--- config.mk ---
export PLATFORM = sky130hd
export DESIGN_NAME = ffsa_alu
export DESIGN_NICKNAME = d
export VERILOG_FILES = /design/src/rtl/ffsa_pkg.sv /design/src/rtl/ffsa_alu.sv
export SDC_FILE = /design/constraint.sdc
export NUM_CORES = 1
export LEC_CHECK = 0
export ABC_AREA = 1
export BUFFER_PORTS_ARGS = -buffer_cell sky130_fd_sc_hd__buf_2
export CAP_MARGIN = 20
export CORE_UTILIZATION = 49
export DETAILED_ROUTE_END_ITERATION = 6
export GPL_TIMING_DRIVEN = 0
export MAX_ROUTING_LAYER = met4
export PLACE_DENSITY = 0.79
export RECOVER_POWER = 25
export SYNTH_ARGS = -nofsm -noshare
export SYNTH_HDL_FRONTEND = slang
export SYNTH_SLANG_ARGS = --single-unit
--- constraint.sdc ---
create_clock -name vclk -period 1.6
set_input_delay 0.24 -clock vclk [all_inputs]
set_output_delay 0.24 -clock vclk [all_outputs]
set_load 0.1 [all_outputs]
--- src/rtl/ffsa_pkg.sv ---
// Package with the shared types and codes of the first-fit segment allocator.
package ffsa_pkg;

  typedef enum logic [3:0] {
    S_IDLE,
    S_A_SCAN,
    S_A_POS,
    S_A_SHIFT,
    S_A_UPD,
    S_A_UPD2,
    S_F_REM,
    S_D_SCAN,
    S_D_POS,
    S_D_SHIFT,
    S_D_REM,
    S_C_STEP,
    S_C_MERGE,
    S_DONE
  } state_t;

  typedef enum logic [1:0] {
    REQ_ALLOC = 2'd0,
    REQ_FREE  = 2'd1,
    REQ_COAL  = 2'd2
  } req_t;

  localparam logic [1:0] ST_OK    = 2'd0;
  localparam logic [1:0] ST_NOFIT = 2'd1;
  localparam logic [1:0] ST_NOID  = 2'd2;
  localparam logic [1:0] ST_FULL  = 2'd3;

  localparam logic [15:0] SIZE_RESET = 16'hFFFF;
  localparam logic [15:0] SIZE_MAX   = 16'hFFFF;

  typedef struct packed {
    logic [16:0] sum;
    logic [15:0] diff;
    logic        ge;
    logic        eq;
  } alu_res_t;

endpackage

--- src/rtl/ffsa_alu.sv ---
// Shared add, subtract and compare unit used by the allocator sequencer.
module ffsa_alu (
  input  logic [15:0]        opa,
  input  logic [15:0]        opb,
  output ffsa_pkg::alu_res_t res
);
  import ffsa_pkg::*;

  always_comb begin
    res.sum  = {1'b0, opa} + {1'b0, opb};
    res.diff = opa - opb;
    res.ge   = (opa >= opb);
    res.eq   = (opa == opb);
  end

endmodule

==> flow_summary_export.csv, run 1 <==
group,metric,value,unit
run_status,outcome,"stopped before the end",
run_status,stop_stage,"clock tree synthesis",
run_status,error_line,"[ERROR DPL-0038] Utilization greater than 100%, impossible to legalize",
placement,hpwl,5500,µm
logic_synthesis,synth.distinct_cells,27,
clock_network,ctsHoldBuffers,0,
floorplanning,io_pins,67,
floorplanning,fp.dieW,67.1,µm
clock_network,post_cts_buffers,41,
clock_network,post_cts_resize_count,289,
logic_synthesis,syn_nets,455,
placement,placement.io_buffers,67,
logic_synthesis,syn_area_per_cell,5.33,µm²
logic_synthesis,yosys_warnings,0,
logic_synthesis,seq_area_frac_synth,0,%
floorplanning,start_util,51.5,%
floorplanning,fp-row-count,23,
floorplanning,die_h,67.1,µm
logic_synthesis,synthCells,389,
placement,finalWeightedCongestion,0.912,
logic_synthesis,netlist_area,2070,µm²
-- cells by family after synthesis --
group,synth area share (%)
buffers and inverters,21.2
adder cells (fa/ha/maj),21.2
XOR/XNOR,5.91
AO/OA/AOI/OAI,9.47
AND/OR/NAND/NOR,42.2
-- per-stage QoR --
stage,cells,hold slack [ns],setup TNS (ns),setup WS (ns),instance area [µm²]
3_5_place_dp,506,1.13,-20.13,-0.959,3330
3_3_place_gp,506,1.12,-19.05,-0.930,3330
2_1_floorplan,389,0.855,-7.65,-0.604,2940
-- cell usage after synthesis (3+ instances only) --
| library cell | instances | share of area [%] |
|---|---|---|
| nor2_2 | 4 | 1.2 |
| inv_2 | 5 | 0.90 |
| ha_1 | 32 | 19 |
| a21oi_1 | 18 | 4.3 |
| nor3_1 | 5 | 1.2 |
| nand2_1 | 138 | 25 |
| buf_4 | 11 | 4.0 |
| inv_1 | 84 | 15 |
| xor2_1 | 12 | 5.1 |
| nor2_1 | 24 | 4.3 |
| nand3_1 | 23 | 5.5 |
| nand4_1 | 6 | 1.8 |
| o21bai_1 | 4 | 1.4 |
| o21ai_0 | 3 | 0.72 |
==> inputs of run 2 (changes only) <==
--- a/config.mk
+++ b/config.mk
@@ -8,11 +8,10 @@
 export ABC_AREA = 1
 export BUFFER_PORTS_ARGS = -buffer_cell sky130_fd_sc_hd__buf_2
 export CAP_MARGIN = 20
-export CORE_UTILIZATION = 49
+export CORE_UTILIZATION = 40
 export DETAILED_ROUTE_END_ITERATION = 6
 export GPL_TIMING_DRIVEN = 0
-export MAX_ROUTING_LAYER = met4
-export PLACE_DENSITY = 0.79
+export PLACE_DENSITY_LB_ADDON = 0.15
 export RECOVER_POWER = 25
 export SYNTH_ARGS = -nofsm -noshare
 export SYNTH_HDL_FRONTEND = slang
==> constraint.sdc (replaced) <==
create_clock -name vclk -period 2.08
set_input_delay 0.312 -clock vclk [all_inputs]
set_output_delay 0.312 -clock vclk [all_outputs]
set_load 0.1 [all_outputs]
==> run 2 against run 1 <==
Against the previous run:
- the flow now finishes, with violations (setup timing)
- synthesized cell count did not move
- synthesized area unchanged
==> flow_summary_export.csv, run 2 <==
group,metric,value,unit
run_status,outcome,"complete, but fails checks",
run_status,failed_checks,"setup timing",
floorplanning,core,4850,µm²
worst_setup_path,path_class,"in -> out",
pwr,p_leak,0.00205,µW
finish,fill_cells,302,
routing,vias,2736,
run,cap_violations,0,
logic_synthesis,yosys_warnings,0,
floorplanning,fp.dieW,74.0,µm
timing,setup_violations,7,
finish,drive_above_1_share,56.3,%
grt,grt_pass1_wl,10500,µm
logic_synthesis,synthCells,389,
timing,rsz0062_at_grt,"true",
finish,seq_area,0,µm²
logic_synthesis,seq_area_frac_synth,0,%
routing,drtAntennaViolNets,0,
logic_synthesis,syn_area_per_cell,5.33,µm²
routing,vias_per_cell,5.02,
timing,fmax,460,MHz
placement,finalWeightedCongestion,0.879,
logic_synthesis,netlist_area,2070,µm²
grt,antenna_found_initial,0,
finish,nets,546,
grt,grt.total_usage,24.3,%
finish,flops_and_latches,0,
floorplanning,dieArea,5480,µm²
timing,worstMarginPinSlew,0.538,ns
timing,period_minus_slack,2.17,ns
logic_synthesis,syn_nets,455,
floorplanning,start_util,42.8,%
timing,slew_headroom,64.3,%
routing,route.detailed.drc,0,
finish,nClkBuffers,0,
floorplanning,io_pins,67,
worst_setup_path,worstPathArrival,1.86,ns
finish,area_delta_synth_final,91.1,%
pwr,peakVddDrop,483,µV
min_path,hp-class,"in -> out",
routing,wl_per_cell,14.0,µm
routing,wirelength,7650,µm
finish,mostFrequentLayoutCell,"nand2_1",
floorplanning,fp-row-count,25,
routing,drtIter0Drc,164,
logic_synthesis,synthTopCellsByArea,"nand2_1 25%, ha_1 19%, inv_1 15%, nand3_1 5.5%, xor2_1 5.1%",
grt,grt-ovfl-total,0,
finish,design_area,3970,µm²
timing,post-route-period-util,104,%
grt,grt_start_max_net_pins,10,
finish,layout_common_cells,"77 x nand2_1, 61 x inv_1, 50 x nand2_2",
floorplanning,die_h,74.0,µm
logic_synthesis,yosysTopAreaCell,"nand2_1",
placement,hpwl,5070,µm
worst_setup_path,critPathRequiredTime,1.77,ns
worst_setup_path,endpoint_kind,"output pin",
logic_synthesis,synth_top_area_share,25.0,%
timing,final_max_slew_viol_count,0,
finish,antenna_cells,0,
pwr,powerDensity,612,nW/µm²
worst_setup_path,start_kind,"input port",
logic_synthesis,synth.most_common_cell,"nand2_1",
routing,drtPass1Iterations,5,
pwr,power,2420,µW
logic_synthesis,synth.distinct_cells,27,
placement,placement.io_buffers,67,
timing,timing.final.ws_setup,-0.0916,ns
logic_synthesis,synth_common_cells,"138 x nand2_1, 84 x inv_1, 32 x ha_1, 24 x nor2_1, 23 x nand3_1",
worst_setup_path,cp_max_fo,4,
grt,grt_pass1_vias,2426,
placement,place_area,3000,µm²
timing,hold_viol,0,
==> run 2: cell counts after synthesis <==
No cell type changed its count.
==> run 2: worst paths after layout <==
check,startpoint,end,slack [ns],cells past startpoint
setup / recovery,opa[0],res[10],-0.09,10
hold / removal,opb[15],res[34],1.19,5
==> run 2: logic make-up after synthesis <==
family                   synth area share [%]
AO/OA/AOI/OAI                            9.47
XOR/XNOR                                 5.91
adder cells (fa/ha/maj)                  21.2
buffers and inverters                    21.2
AND/OR/NAND/NOR                          42.2
==> run 2: final cells by class <==
type                       instances  area (µm²)  area share (%)
inverter                          89         378            9.53
buffer                             8        98.8            2.49
multi-input combinational        287        2470            62.2
timing repair buffer              94         938            23.7
tap                               67        83.8            2.11
==> run 2: power by group <==
group / internal [µW] / switching (µW)
Sequential: 0 / 0
Combinational: 795 / 1630
Clock: 0 / 0
Total: 795 / 1630
==> run 2: timing repair <==
item                       in CTS  in global routing
hold buffers                    0                  0
pin swaps                      23                 49
buffers inserted               12                 13
gates cloned                    0                  2
gates resized for setup       129                 99
setup endpoints to repair      28                 29
==> run 2: metrics by stage <==
step | cells | hold WS [ns] | util [%] | setup TNS [ns] | worst slack (ns)
2_1_floorplan | 389 | 1.08 | - | -1.25 | -0.268
3_3_place_gp | 523 | 1.22 | 61.8 | -7.46 | -0.510
3_5_place_dp | 523 | 1.22 | 61.8 | -7.85 | -0.520
4_1_cts | 531 | 1.14 | 72.3 | -0.556 | -0.147
5_1_grt | 545 | 1.22 | 81.8 | -1.16 | -0.128
6_report | 545 | 1.19 | 81.8 | -0.313 | -0.0916
==> run 2: metal layers <==
layer | global-route usage [%] | routed length [µm] | part of all wire [%] | up-vias
met4 | 2.78 | 138 | 1.8 | 0
met3 | 0.949 | 481 | 6.3 | 23
met5 | 0 | 0 | 0 | -
li1 | - | - | - | 1334
met2 | 45.9 | 4070 | 53 | 132
met1 | 31.4 | 2970 | 39 | 1247
==> run 2: worst max-delay path: stages <==
cell and delay, ns:
buf_12 0.09, inv_8 0.03, ha_4 0.15, fa_2 0.36, nor2_4 0.12, nor2_4 0.07
buf_4 0.14, o21ai_4 0.19, xor2_4 0.20, buf_12 0.19
Power figures use the tool's default switching activity.
